**config.mk**
```make
export PLATFORM = sky130hd
export DESIGN_NAME = uart_fifo_flow_control
export DESIGN_NICKNAME = d
export VERILOG_FILES = /design/src/design/ufc_pkg.sv /design/src/design/ufc_ram.sv /design/src/design/uart_fifo_flow_control.sv
export SDC_FILE = /design/constraint.sdc
export NUM_CORES = 2
export LEC_CHECK = 0
export BUFFER_PORTS_ARGS = -buffer_cell sky130_fd_sc_hd__buf_4
export CORE_ASPECT_RATIO = 1.25
export CORE_MARGIN = 1.5
export CORE_UTILIZATION = 60
export CTS_BUF_LIST = sky130_fd_sc_hd__clkbuf_4
export DETAILED_ROUTE_END_ITERATION = 12
export GPL_ROUTABILITY_DRIVEN = 0
export HOLD_SLACK_MARGIN = 0.15
export MAX_ROUTING_LAYER = met4
export PLACE_DENSITY = 0.76
export SLEW_MARGIN = 40
export SYNTH_ARGS = -nofsm -noshare
export SYNTH_HDL_FRONTEND = slang
export SYNTH_SLANG_ARGS = --single-unit
```
**constraint.sdc**
```tcl
create_clock -name clk_i -period 8.5 [get_ports clk_i]
set_clock_uncertainty 0.15 [all_clocks]
set_input_delay 1.7 -clock clk_i [delete_from_list [all_inputs] [get_ports clk_i]]
set_output_delay 1.7 -clock clk_i [all_outputs]
set_load 0.02 [all_outputs]
```
**src/design/ufc_pkg.sv**
```systemverilog
// ufc_pkg: shared constants, opcodes and helper functions for the serial
// port buffering block (ring depth, field widths, reset values).
// No dependencies.
package ufc_pkg;

  // Ring geometry
  localparam int unsigned RING_DEPTH = 256;
  localparam int unsigned PTR_W      = $clog2(RING_DEPTH);
  localparam int unsigned FILL_W     = $clog2(RING_DEPTH + 1);

  // Field widths
  localparam int unsigned OP_W     = 3;
  localparam int unsigned BYTE_W   = 8;
  localparam int unsigned MARGIN_W = 9;
  localparam int unsigned CMP_W    = (FILL_W > MARGIN_W) ? FILL_W : MARGIN_W;

  // Reset value of the RTS margin register
  localparam logic [MARGIN_W-1:0] RTS_MARGIN_RST = MARGIN_W'(10);

  // Derived constants
  localparam logic [FILL_W-1:0] DEPTH_FILL = FILL_W'(RING_DEPTH);
  localparam logic [PTR_W-1:0]  PTR_LAST   = PTR_W'(RING_DEPTH - 1);

  // Event codes
  localparam logic [OP_W-1:0] OP_LINE_RX   = OP_W'(0);
  localparam logic [OP_W-1:0] OP_HOST_RD   = OP_W'(1);
  localparam logic [OP_W-1:0] OP_HOST_WR   = OP_W'(2);
  localparam logic [OP_W-1:0] OP_TX_READY  = OP_W'(3);
  localparam logic [OP_W-1:0] OP_IDLE_POLL = OP_W'(4);

  // Advance a ring pointer with wrap
  function automatic logic [PTR_W-1:0] ptr_next(input logic [PTR_W-1:0] ptr);
    return (ptr == PTR_LAST) ? '0 : ptr + PTR_W'(1);
  endfunction

  // Free space in a ring for a given fill, at compare width
  function automatic logic [CMP_W-1:0] free_space(input logic [FILL_W-1:0] fill);
    return CMP_W'(DEPTH_FILL - fill);
  endfunction

endpackage

```
**src/design/ufc_ram.sv**
```systemverilog
// ufc_ram: generic single-write, single-read synchronous RAM with a
// registered read port. No dependencies.
module ufc_ram #(
  parameter int unsigned WIDTH = 8,
  parameter int unsigned DEPTH = 256
) (
  input  logic                     clk_i,
  input  logic                     we_i,
  input  logic [$clog2(DEPTH)-1:0] waddr_i,
  input  logic [WIDTH-1:0]         wdata_i,
  input  logic                     re_i,
  input  logic [$clog2(DEPTH)-1:0] raddr_i,
  output logic [WIDTH-1:0]         rdata_o
);

  logic [WIDTH-1:0] mem_q [DEPTH];
  logic [WIDTH-1:0] rdata_q;

  // Write port
  always_ff @(posedge clk_i) begin
    if (we_i) begin
      mem_q[waddr_i] <= wdata_i;
    end
  end

  // Registered read port, holds between reads
  always_ff @(posedge clk_i) begin
    if (re_i) begin
      rdata_q <= mem_q[raddr_i];
    end
  end

  assign rdata_o = rdata_q;

endmodule

```
**src/design/uart_fifo_flow_control.sv**
```systemverilog
// uart_fifo_flow_control: receive and transmit byte rings with RTS/CTS
// flow control. Depends on ufc_pkg and ufc_ram.
//
// Usage:
//   Input channel (in_valid_i / in_stall_o) carries one event per item:
//   line byte received, host read, host write, transmitter ready or idle
//   poll, with rx_data_i, host_data_i and cts_i alongside op_i.
//   Output channel (out_valid_o / out_stall_i) returns one result item per
//   event: sent byte, host byte, write status, RTS level, overflow flag,
//   transmitter state and both ring levels after the event.
//   Config channel (cfg_valid_i / cfg_ready_o) writes the RTS margin; it is
//   always ready and must only be written while the block is idle.
// Timing: a result passes the pending register, then the output register.
//   Throughput: one item per cycle unless the output stalls; pointers and
//   fill counts update at accept, as the ring entry enters its RAM's read register.
// Reset: rings empty, RTS asserted, overflow flag clear, margin 10. Ring
//   contents are not cleared, so no clearing pass is needed.
// Stall: a result waits in the output register; one more item is taken
//   into the read stage, then in_stall_o rises until the output drains.
module uart_fifo_flow_control (
  input  logic                         clk_i,
  input  logic                         rst_ni,
  // Configuration
  input  logic                         cfg_valid_i,
  output logic                         cfg_ready_o,
  input  logic [ufc_pkg::MARGIN_W-1:0] cfg_data_i,
  // Event input
  input  logic                         in_valid_i,
  output logic                         in_stall_o,
  input  logic [ufc_pkg::OP_W-1:0]     op_i,
  input  logic [ufc_pkg::BYTE_W-1:0]   rx_data_i,
  input  logic [ufc_pkg::BYTE_W-1:0]   host_data_i,
  input  logic                         cts_i,
  // Result output
  output logic                         out_valid_o,
  input  logic                         out_stall_i,
  output logic                         line_valid_o,
  output logic [ufc_pkg::BYTE_W-1:0]   line_data_o,
  output logic                         host_valid_o,
  output logic [ufc_pkg::BYTE_W-1:0]   host_byte_o,
  output logic                         write_accepted_o,
  output logic                         rts_o,
  output logic                         rx_overflowed_o,
  output logic                         tx_busy_o,
  output logic [ufc_pkg::FILL_W-1:0]   rx_level_o,
  output logic [ufc_pkg::FILL_W-1:0]   tx_level_o
);

  // Result flags and levels captured at accept
  typedef struct packed {
    logic                       line_valid;
    logic                       host_valid;
    logic                       write_accepted;
    logic                       rts;
    logic                       rx_overflowed;
    logic                       tx_busy;
    logic [ufc_pkg::FILL_W-1:0] rx_level;
    logic [ufc_pkg::FILL_W-1:0] tx_level;
  } status_t;

  // Control state
  logic [ufc_pkg::MARGIN_W-1:0] margin_q;
  logic [ufc_pkg::PTR_W-1:0]    rx_rd_ptr_q, rx_rd_ptr_d;
  logic [ufc_pkg::PTR_W-1:0]    rx_wr_ptr_q, rx_wr_ptr_d;
  logic [ufc_pkg::FILL_W-1:0]   rx_fill_q, rx_fill_d;
  logic                         rx_ovf_q, rx_ovf_d;
  logic [ufc_pkg::PTR_W-1:0]    tx_rd_ptr_q, tx_rd_ptr_d;
  logic [ufc_pkg::PTR_W-1:0]    tx_wr_ptr_q, tx_wr_ptr_d;
  logic [ufc_pkg::FILL_W-1:0]   tx_fill_q, tx_fill_d;
  logic                         tx_active_q, tx_active_d;
  logic                         rts_q, rts_d;

  // Pipeline
  logic    pend_valid_q;
  status_t pend_q;
  status_t stat_d;
  logic    out_valid_q;
  status_t out_q;
  logic [ufc_pkg::BYTE_W-1:0] out_line_data_q;
  logic [ufc_pkg::BYTE_W-1:0] out_host_byte_q;

  // RAM ports
  logic                       rx_we, rx_re, tx_we, tx_re;
  logic [ufc_pkg::BYTE_W-1:0] rx_rdata, tx_rdata;

  logic                       in_acc, pend_move, tx_send;
  logic                       line_valid_d, host_valid_d, wr_acc_d;
  logic [ufc_pkg::CMP_W-1:0]  margin_ext;

  assign cfg_ready_o = 1'b1;
  assign pend_move   = pend_valid_q && !(out_valid_q && out_stall_i);
  assign in_stall_o  = pend_valid_q && out_valid_q && out_stall_i;
  assign in_acc      = in_valid_i && !in_stall_o;
  assign margin_ext  = ufc_pkg::CMP_W'(margin_q);

  // Event decode and state update
  always_comb begin
    rx_rd_ptr_d  = rx_rd_ptr_q;
    rx_wr_ptr_d  = rx_wr_ptr_q;
    rx_fill_d    = rx_fill_q;
    rx_ovf_d     = rx_ovf_q;
    tx_rd_ptr_d  = tx_rd_ptr_q;
    tx_wr_ptr_d  = tx_wr_ptr_q;
    tx_fill_d    = tx_fill_q;
    tx_active_d  = tx_active_q;
    rts_d        = rts_q;
    rx_we        = 1'b0;
    rx_re        = 1'b0;
    tx_we        = 1'b0;
    tx_re        = 1'b0;
    line_valid_d = 1'b0;
    host_valid_d = 1'b0;
    wr_acc_d     = 1'b0;
    tx_send      = (tx_fill_q != '0) && cts_i;
    if (in_acc) begin
      unique case (op_i)
        ufc_pkg::OP_LINE_RX: begin
          if (rx_fill_q != ufc_pkg::DEPTH_FILL) begin
            rx_we       = 1'b1;
            rx_wr_ptr_d = ufc_pkg::ptr_next(rx_wr_ptr_q);
            rx_fill_d   = rx_fill_q + ufc_pkg::FILL_W'(1);
            if (ufc_pkg::free_space(rx_fill_d) < margin_ext) begin
              rts_d = 1'b0;
            end
          end else begin
            rx_ovf_d = 1'b1;
          end
        end
        ufc_pkg::OP_HOST_RD: begin
          if (ufc_pkg::free_space(rx_fill_q) > margin_ext) begin
            rts_d = 1'b1;
          end
          if (rx_fill_q != '0) begin
            rx_re        = 1'b1;
            host_valid_d = 1'b1;
            rx_rd_ptr_d  = ufc_pkg::ptr_next(rx_rd_ptr_q);
            rx_fill_d    = rx_fill_q - ufc_pkg::FILL_W'(1);
            if (ufc_pkg::free_space(rx_fill_d) > margin_ext) begin
              rts_d = 1'b1;
            end
          end
        end
        ufc_pkg::OP_HOST_WR: begin
          if (tx_fill_q != ufc_pkg::DEPTH_FILL) begin
            tx_we       = 1'b1;
            wr_acc_d    = 1'b1;
            tx_wr_ptr_d = ufc_pkg::ptr_next(tx_wr_ptr_q);
            tx_fill_d   = tx_fill_q + ufc_pkg::FILL_W'(1);
          end
        end
        ufc_pkg::OP_TX_READY, ufc_pkg::OP_IDLE_POLL: begin
          // A poll only acts while the transmitter is idle
          if (op_i == ufc_pkg::OP_TX_READY || !tx_active_q) begin
            if (tx_send) begin
              tx_re        = 1'b1;
              line_valid_d = 1'b1;
              tx_active_d  = 1'b1;
              tx_rd_ptr_d  = ufc_pkg::ptr_next(tx_rd_ptr_q);
              tx_fill_d    = tx_fill_q - ufc_pkg::FILL_W'(1);
            end else begin
              tx_active_d = 1'b0;
            end
          end
        end
        default: begin
        end
      endcase
    end
  end

  // Status as seen after the event
  always_comb begin
    stat_d.line_valid     = line_valid_d;
    stat_d.host_valid     = host_valid_d;
    stat_d.write_accepted = wr_acc_d;
    stat_d.rts            = rts_d;
    stat_d.rx_overflowed  = rx_ovf_d;
    stat_d.tx_busy        = tx_active_d;
    stat_d.rx_level       = rx_fill_d;
    stat_d.tx_level       = tx_fill_d;
  end

  // Control registers and pipeline valids
  always_ff @(posedge clk_i or negedge rst_ni) begin
    if (!rst_ni) begin
      margin_q     <= ufc_pkg::RTS_MARGIN_RST;
      rx_rd_ptr_q  <= '0;
      rx_wr_ptr_q  <= '0;
      rx_fill_q    <= '0;
      rx_ovf_q     <= 1'b0;
      tx_rd_ptr_q  <= '0;
      tx_wr_ptr_q  <= '0;
      tx_fill_q    <= '0;
      tx_active_q  <= 1'b0;
      rts_q        <= 1'b1;
      pend_valid_q <= 1'b0;
      out_valid_q  <= 1'b0;
    end else begin
      if (cfg_valid_i && cfg_ready_o) begin
        margin_q <= cfg_data_i;
      end
      rx_rd_ptr_q <= rx_rd_ptr_d;
      rx_wr_ptr_q <= rx_wr_ptr_d;
      rx_fill_q   <= rx_fill_d;
      rx_ovf_q    <= rx_ovf_d;
      tx_rd_ptr_q <= tx_rd_ptr_d;
      tx_wr_ptr_q <= tx_wr_ptr_d;
      tx_fill_q   <= tx_fill_d;
      tx_active_q <= tx_active_d;
      rts_q       <= rts_d;
      if (in_acc) begin
        pend_valid_q <= 1'b1;
      end else if (pend_move) begin
        pend_valid_q <= 1'b0;
      end
      if (pend_move) begin
        out_valid_q <= 1'b1;
      end else if (!out_stall_i) begin
        out_valid_q <= 1'b0;
      end
    end
  end

  // Payload registers; RAM data joins the status in the output stage
  always_ff @(posedge clk_i) begin
    if (in_acc) begin
      pend_q <= stat_d;
    end
    if (pend_move) begin
      out_q           <= pend_q;
      out_line_data_q <= pend_q.line_valid ? tx_rdata : '0;
      out_host_byte_q <= pend_q.host_valid ? rx_rdata : '0;
    end
  end

  // Receive ring storage
  ufc_ram #(
    .WIDTH (ufc_pkg::BYTE_W),
    .DEPTH (ufc_pkg::RING_DEPTH)
  ) u_rx_ram (
    .clk_i   (clk_i),
    .we_i    (rx_we),
    .waddr_i (rx_wr_ptr_q),
    .wdata_i (rx_data_i),
    .re_i    (rx_re),
    .raddr_i (rx_rd_ptr_q),
    .rdata_o (rx_rdata)
  );

  // Transmit ring storage
  ufc_ram #(
    .WIDTH (ufc_pkg::BYTE_W),
    .DEPTH (ufc_pkg::RING_DEPTH)
  ) u_tx_ram (
    .clk_i   (clk_i),
    .we_i    (tx_we),
    .waddr_i (tx_wr_ptr_q),
    .wdata_i (host_data_i),
    .re_i    (tx_re),
    .raddr_i (tx_rd_ptr_q),
    .rdata_o (tx_rdata)
  );

  // Outputs
  assign out_valid_o      = out_valid_q;
  assign line_valid_o     = out_q.line_valid;
  assign line_data_o      = out_line_data_q;
  assign host_valid_o     = out_q.host_valid;
  assign host_byte_o      = out_host_byte_q;
  assign write_accepted_o = out_q.write_accepted;
  assign rts_o            = out_q.rts;
  assign rx_overflowed_o  = out_q.rx_overflowed;
  assign tx_busy_o        = out_q.tx_busy;
  assign rx_level_o       = out_q.rx_level;
  assign tx_level_o       = out_q.tx_level;

endmodule

```
## Yosys cells after proc, flatten, opt, wreduce, memory -nomap -nowiden

Memories as Yosys holds them, arrays and structs flattened. A register that Yosys moved wholly into a read port is not among the register bits.
Cells that the tools add are included.

- Add/subtract/negate cells: 11
- $mul: 0
- Div/mod/pow operators: 0
- Order comparisons: 3
- Equal/unequal tests: 11
- Shifts and indexed selects: 0
- Multiplexer cells: 47
- Bitwise logic cells: 0
- Reductions and logical operators: 19

Operator list:

| kind | number |
|---|---|
| two-way mux 9 bit | 7 |
| one-hot mux 9 bit (2 select lines) | 2 |
| two-way mux 1 bit | 33 |
| adder 8 x 1 -> 8 bit (second input constant) | 4 |
| equality test 8 bit (second input constant) | 4 |
| two-way mux 8 bit | 4 |
| subtractor 9 bit (first input constant) | 3 |
| adder 9 x 1 -> 9 bit (second input constant) | 2 |
| > comparator 9 bit | 2 |
| != test 9 bit (second input constant) | 2 |
| nonzero test 9 bit | 2 |
| subtractor 9 x 1 -> 9 bit (second input constant) | 2 |
| less-than comparator 9 bit | 1 |
| AND reduction 3 bit | 3 |
| equality test 3 x 2 -> 1 bit (second input constant) | 2 |
| logical AND 1 bit | 6 |
| AND reduction 4 bit | 1 |
| equality test 3 x 1 -> 1 bit (second input constant) | 1 |
| equality test 3 bit (second input constant) | 1 |
| logical NOT 1 bit | 3 |
| logical NOT 3 bit | 1 |
| != test 2 x 1 -> 1 bit (second input constant) | 1 |
| one-hot mux 1 bit (2 select lines) | 1 |
| nonzero test 2 bit | 1 |
| 2 further kinds | 2 |

- Register bits: 128
- Bits in latches: 0
- Bits in writable memories: 4096
- ROM bits: 0
- Input port bits: 34
- Output and inout port bits: 43
- Word-level logic and storage cells: 123
- Memories: 2

Memories:

| name | words | bits a word | rd ports | clocked after memory_dff | wr ports | line | source |
|---|---|---|---|---|---|---|---|
| u_rx_ram.mem_q | 256 | 8 | 1 | 1 | 1 | ufc_ram.sv:16 | `logic [WIDTH-1:0] mem_q [DEPTH];` |
| u_tx_ram.mem_q | 256 | 8 | 1 | 1 | 1 | ufc_ram.sv:16 |  |

## Logic depth before layout (Yosys ltp)

- Word-level depth: 7
- Mapped depth: 17
- Depth with buffers taken out: 15

## Hierarchy

A second synthesis with hierarchy kept.

- Cells, all modules: 8048
- Area total of the unflattened synthesis: 165756.5 um2

By module, submodules not included:

| module | instances | cells each | area each (um2) | sequential area each (um2) |
|---|---|---|---|---|
| ufc_ram | 2 | 3733 | 79636.4 | 61739.2 |
| uart_fifo_flow_control | 1 | 582 | 6483.7 | 3527.1 |

## Worst setup path after synthesis

No wires, ideal clock.

- Kind: input -> register
- From: input out_stall_i
- To: register out_host_byte_q, in the netlist host_byte_o[0] (enable)
- Library setup time: 498 ps
- Data arrival time: 4650 ps
- Required time: 7852 ps
- Slack: 3202 ps
- Stages: 1
- Path buffers: 0
- Cell sequence: a21boi_0

- Word-level cells in the longest chain between the ends: 3

RTL lines:

| item | line | source |
|---|---|---|
| start, declared | uart_fifo_flow_control.sv:36 | `input logic out_stall_i,` |
| logical AND 1 bit | uart_fifo_flow_control.sv:91 | `assign pend_move = pend_valid_q && !(out_valid_q && out_stall_i);` |
| logical NOT 1 bit | uart_fifo_flow_control.sv:91 |  |
| logical AND 1 bit | uart_fifo_flow_control.sv:91 |  |
| end signal, assigned | uart_fifo_flow_control.sv:232 | `out_host_byte_q <= pend_q.host_valid ? rx_rdata : '0;` |
| end, declared | uart_fifo_flow_control.sv:80 | `logic [ufc_pkg::BYTE_W-1:0] out_host_byte_q;` |

Every way passes these cells.
A chain may end at the register's enable or synchronous reset.

## Worst setup path in the final report

- From: register rx_fill_q[0] (netlist name)
- To: memory u_rx_ram.mem_q[80][4] (enable)

- Word-level cells in the longest chain between the ends: 6

RTL lines:

| item | line | source |
|---|---|---|
| start, declared | uart_fifo_flow_control.sv:65 | `logic [ufc_pkg::FILL_W-1:0] rx_fill_q, rx_fill_d;` |
| start signal, assigned | uart_fifo_flow_control.sv:204 | `rx_fill_q <= rx_fill_d;` |
| != test 9 bit | uart_fifo_flow_control.sv:118 | `if (rx_fill_q != ufc_pkg::DEPTH_FILL) begin` |
| two-way mux 1 bit | uart_fifo_flow_control.sv:118 |  |
| two-way mux 1 bit | uart_fifo_flow_control.sv:116 | `unique case (op_i)` |
| two-way mux 1 bit | uart_fifo_flow_control.sv:115 | `if (in_acc) begin` |
| two-way mux 1 bit | ufc_ram.sv:21 | `if (we_i) begin` |
| two-way mux 1 bit (implied by the code) | ufc_ram.sv:22 | `mem_q[waddr_i] <= wdata_i;` |
| end, declared | ufc_ram.sv:16 |  |

Every way passes these cells.

==> results summary <==
The flow ran to the end, and the final reports show no timing, DRC or antenna violations. The number of sinks on the clock net is 4240. The distinct cell type count after synthesis came out at 86. The number of nets in the layout came out at 8832. The smallest clock period supported by the final layout is computed as 5.36 ns. Of the total synthesized cell area, the portion taken by XOR and XNOR cells is 0.00253. Signal routing reaches up to met4. During I/O placement, the number of pins put on the boundary was 77.

The number of slew-limit violations in the final report is 0. The number of buffers inserted by port buffering came out at 75. The sum of overflow across all layers after global routing is 0. The post-synthesis to final-layout area growth is 10.3%. The effective utilization at floorplan came out at 0.604. The clock network latency to the later pin of the worst-skew pair is 1.43 ns. The top cell type's share of synthesized area is 0.756.

The number of gates given a new drive strength after cts is 0. Across the run, the number of max-cap violations was 0. After synthesis, the largest family of logic cells by area is multiplexers. The worst ir drop on vdd is 0.000247 V. Yosys printed 0 warnings.

In this run, the number of DRC markers left after iteration 0 of detailed routing was 12567. The routed length on met2 is 212 mm. TritonCTS built the clock tree. Each instance of the synthesized netlist takes up on average 20.7 µm². In the post-synthesis netlist, the biggest area contributors are sky130_fd_sc_hd__edfxtp_1 (76%), sky130_fd_sc_hd__mux4_2 (13%), sky130_fd_sc_hd__mux2i_1 (1.9%).

The total negative setup slack came out at 0 ns. The routed wire length per instance came out at 32.6 µm. Counting along the longest clock path gives a buffer depth of 4. The type of element launching the critical path is a flop.

The die area came out at 0.280 mm². The number of vias after detailed routing came out at 88473. For this run, the detailed router's first-pass iteration total came to 9. The number of placement rows is 215.

The netlist area before placement came out at 0.166 mm². The post-detailed-placement cell area came out at 0.170 mm². After synthesis, the share of cell area in mux cells is 0.149. The die is 591 µm tall. The number of antenna violations at the first check in global routing is 13. For this run, the leading register cell type out of synthesis is sky130_fd_sc_hd__edfxtp_1. The via count of the first global-routing pass came out at 88848. The hold violation total from the final report is 0. The largest fanout of any net on the critical path is 16. The async set-reset flop share out of synthesis is 0.0151. The largest net degree at the start of global routing is 181.

The compound-gate portion of the synthesized area came to 0.0311. The area of the core region came out at 0.275 mm². The number of standard cells after synthesis is 8022.

The worst setup path is captured at a flop. The cell area power density came out at 275 mW/mm². Of the total synthesized cell area, the portion taken by full adders, half adders and majority gates is 0.00324. The number of buffers inserted by post-CTS setup repair came out at 0. The transition at the pin with the smallest max-transition slack came out at 1.08 ns. Counting the buffers created by CTS gives 954. Overall power consumption after layout is estimated at 50.3 mW. The worst slack at placement came out at 2.57 ns. Of the synthesized area, sequential elements account for 0.765. At the worst endpoint, the required time is 9.31 ns. The width of the die came out at 473 µm. Setup repair after global routing left no endpoint under its margin.

The critical path start-end classification is reg2reg. The clock-pin slew on the worst setup and hold paths is 0.07 ns. Counting flops with a built-in enable in the synthesized netlist gives 4176.

The cell taking the most area after synthesis is sky130_fd_sc_hd__edfxtp_1. The hold buffer count at CTS came out at 1. The cell sitting at the root of the clock tree is a sky130_fd_sc_hd__clkbuf_4.

The number of vias per cell came out at 6.69. The analysis attributes to cell leakage a power of 57.7 nW. Counting every net in the synthesized netlist gives 8099. Summed over all layers, the routed wires come to 432 mm. The cell area after layout is 0.183 mm². The number of DRC violations after detailed routing came out at 0. The worst endpoint data arrival time is 6.18 ns. The global-route wire length before repair came out at 618 mm. The simple-gate share of the synthesized area came out at 0.0308.

The clock tree synthesis step divided the H-tree into 6 levels. The path class of the tightest hold or removal check is reg2reg. The part of the cycle the worst path needs came out at 0.631.

The maximum achievable frequency came out at 186 MHz. The setup violation total in the final timing report came out at 0. The headroom to the max-slew limit is 0.276.

The met1 wire length is 147 mm. The number of nets still failing antenna checks after routing came out at 0. The flip-flop and latch count after synthesis came out at 4240. The detailed placer's ending HPWL is 257 mm. The overall global routing resource usage is 0.317. In the final layout, the share of cells above drive strength 1 is 0.292. The worst setup margin is 3.14 ns. The total met3 wirelength after detailed routing is 46.5 mm.
## critical path: stages, from the launching register on
cell	delay (ns)
sky130_fd_sc_hd__dfrtp_1	0.54
sky130_fd_sc_hd__inv_1	0.16
sky130_fd_sc_hd__ha_1	0.31
sky130_fd_sc_hd__nor4b_2	0.23
sky130_fd_sc_hd__ha_1	0.26
sky130_fd_sc_hd__nor2_1	0.15
sky130_fd_sc_hd__nand2_1	0.17
sky130_fd_sc_hd__nor2_1	0.67
sky130_fd_sc_hd__nand2_1	0.19
sky130_fd_sc_hd__nor2_2	0.63
sky130_fd_sc_hd__nand2_1	0.68
sky130_fd_sc_hd__nor2_1	0.75
## cell families (layout without fill, tap and decap cells)
family,Yosys count,in the layout
simple gates,1166,1166
other cells,1,20
mux,1273,1273
fa+ha+maj,43,43
xor+xnor,48,48
buf+inv,511,2013
flops,4240,4240
compound gates,740,740
## state kept, by name, indices dropped and copies added, names as in the netlist, 9 cells and up
| register | flops |
|---|---|
| u_tx_ram.mem_q | 2048 |
| u_rx_ram.mem_q | 2048 |
| tx_fill_q | 9 |
| tx_level_o | 9 |
| margin_ext | 9 |
| rx_fill_q | 9 |
| rx_level_o | 9 |
| pend_q | 24 |
## cells in the mapped netlist, types with 31 or more instances
master and n:
sky130_fd_sc_hd__mux2i_1 307, sky130_fd_sc_hd__nand3_1 76, sky130_fd_sc_hd__nor2b_1 41, sky130_fd_sc_hd__buf_6 62
sky130_fd_sc_hd__clkbuf_1 187, sky130_fd_sc_hd__edfxtp_1 4176, sky130_fd_sc_hd__a22oi_1 163, sky130_fd_sc_hd__o21ai_0 97
sky130_fd_sc_hd__a22o_1 37, sky130_fd_sc_hd__a21oi_1 122, sky130_fd_sc_hd__buf_2 113, sky130_fd_sc_hd__a221oi_1 57
sky130_fd_sc_hd__nand2_1 257, sky130_fd_sc_hd__dfrtp_1 61, sky130_fd_sc_hd__inv_1 38, sky130_fd_sc_hd__nor2_1 593
sky130_fd_sc_hd__nor3_1 46, sky130_fd_sc_hd__buf_4 73, sky130_fd_sc_hd__mux4_2 956, sky130_fd_sc_hd__o22ai_1 54
sky130_fd_sc_hd__and2_1 31, sky130_fd_sc_hd__ha_1 43, sky130_fd_sc_hd__xnor2_1 31, sky130_fd_sc_hd__a31oi_1 33
## routing by layer
metal  track usage  up-vias
li1              -    35414
met1         0.392    44988
met2         0.495     6878
met3        0.0658     1193
met4         0.178        0
met5             -        -
## placed cells by master (no fill, tap or decap), types with 37 or more instances in the layout
cell                       netlist  final
sky130_fd_sc_hd__edfxtp_1     4176   4176
sky130_fd_sc_hd__clkbuf_4        0   1341
sky130_fd_sc_hd__mux4_2        956    956
sky130_fd_sc_hd__nor2_1        593    569
sky130_fd_sc_hd__mux2i_1       307    307
sky130_fd_sc_hd__clkinv_1        1    274
sky130_fd_sc_hd__nand2_1       257    249
sky130_fd_sc_hd__buf_4          73    183
sky130_fd_sc_hd__a22oi_1       163    163
sky130_fd_sc_hd__a21oi_1       122    121
sky130_fd_sc_hd__o21ai_0        97     96
sky130_fd_sc_hd__nand3_1        76     73
sky130_fd_sc_hd__clkinv_2        0     58
sky130_fd_sc_hd__a221oi_1       57     57
sky130_fd_sc_hd__o22ai_1        54     53
sky130_fd_sc_hd__dfrtp_1        61     49
sky130_fd_sc_hd__nor3_1         46     44
sky130_fd_sc_hd__ha_1           43     43
sky130_fd_sc_hd__a22o_1         37     37
## per-stage QoR
| step | hold WS, ns | utilization | std cells |
|---|---|---|---|
| 2_1_floorplan | 0.250 | - | 8022 |
| 3_3_place_gp | 0.251 | 0.619 | 11469 |
| 3_5_place_dp | 0.258 | 0.620 | 11476 |
| 4_1_cts | 0.248 | 0.665 | 13202 |
| 5_1_grt | 0.264 | 0.666 | 13228 |
| 6_report | 0.275 | 0.666 | 13232 |
## final timing paths
check,startpoint,to,slack [ns],cells past startpoint
worst min register to register,pend_q[7]$_DFFE_PP_,tx_level_o[7]$_DFFE_PP_,0.27,0
worst min-delay path,pend_q[7]$_DFFE_PP_,tx_level_o[7]$_DFFE_PP_,0.27,0
worst max register to register,rx_fill_q[0]$_DFF_PN0_,u_rx_ram.mem_q[80][4]$_DFFE_PP_,3.14,11
min in group asynchronous,rst_ni,tx_wr_ptr_q[7]$_DFFE_PN0P_,0.56,2
worst max-delay path,rx_fill_q[0]$_DFF_PN0_,u_rx_ram.mem_q[80][4]$_DFFE_PP_,3.14,11
max in group asynchronous,rst_ni,rx_rd_ptr_q[2]$_DFFE_PN0P_,6.50,3
## area by class of cell
cell class | count | area (µm²)
flip-flops and latches | 4240 | 127000
fillers | 17065 | 91700
multi-input cells | 3271 | 36300
clock buffers | 1341 | 10100
well taps | 3689 | 4620
repair buffers | 248 | 2670
clock inverters | 384 | 2130
inverters | 40 | 155
diodes | 19 | 47.5
## where the power goes
| group | internal, mW | switching (mW) |
|---|---|---|
| combinational | 4.64 | 6.37 |
| sequential | 23.1 | 0.336 |
| clock | 7.84 | 7.95 |
Note: power is estimated with default switching activity, not from simulation.
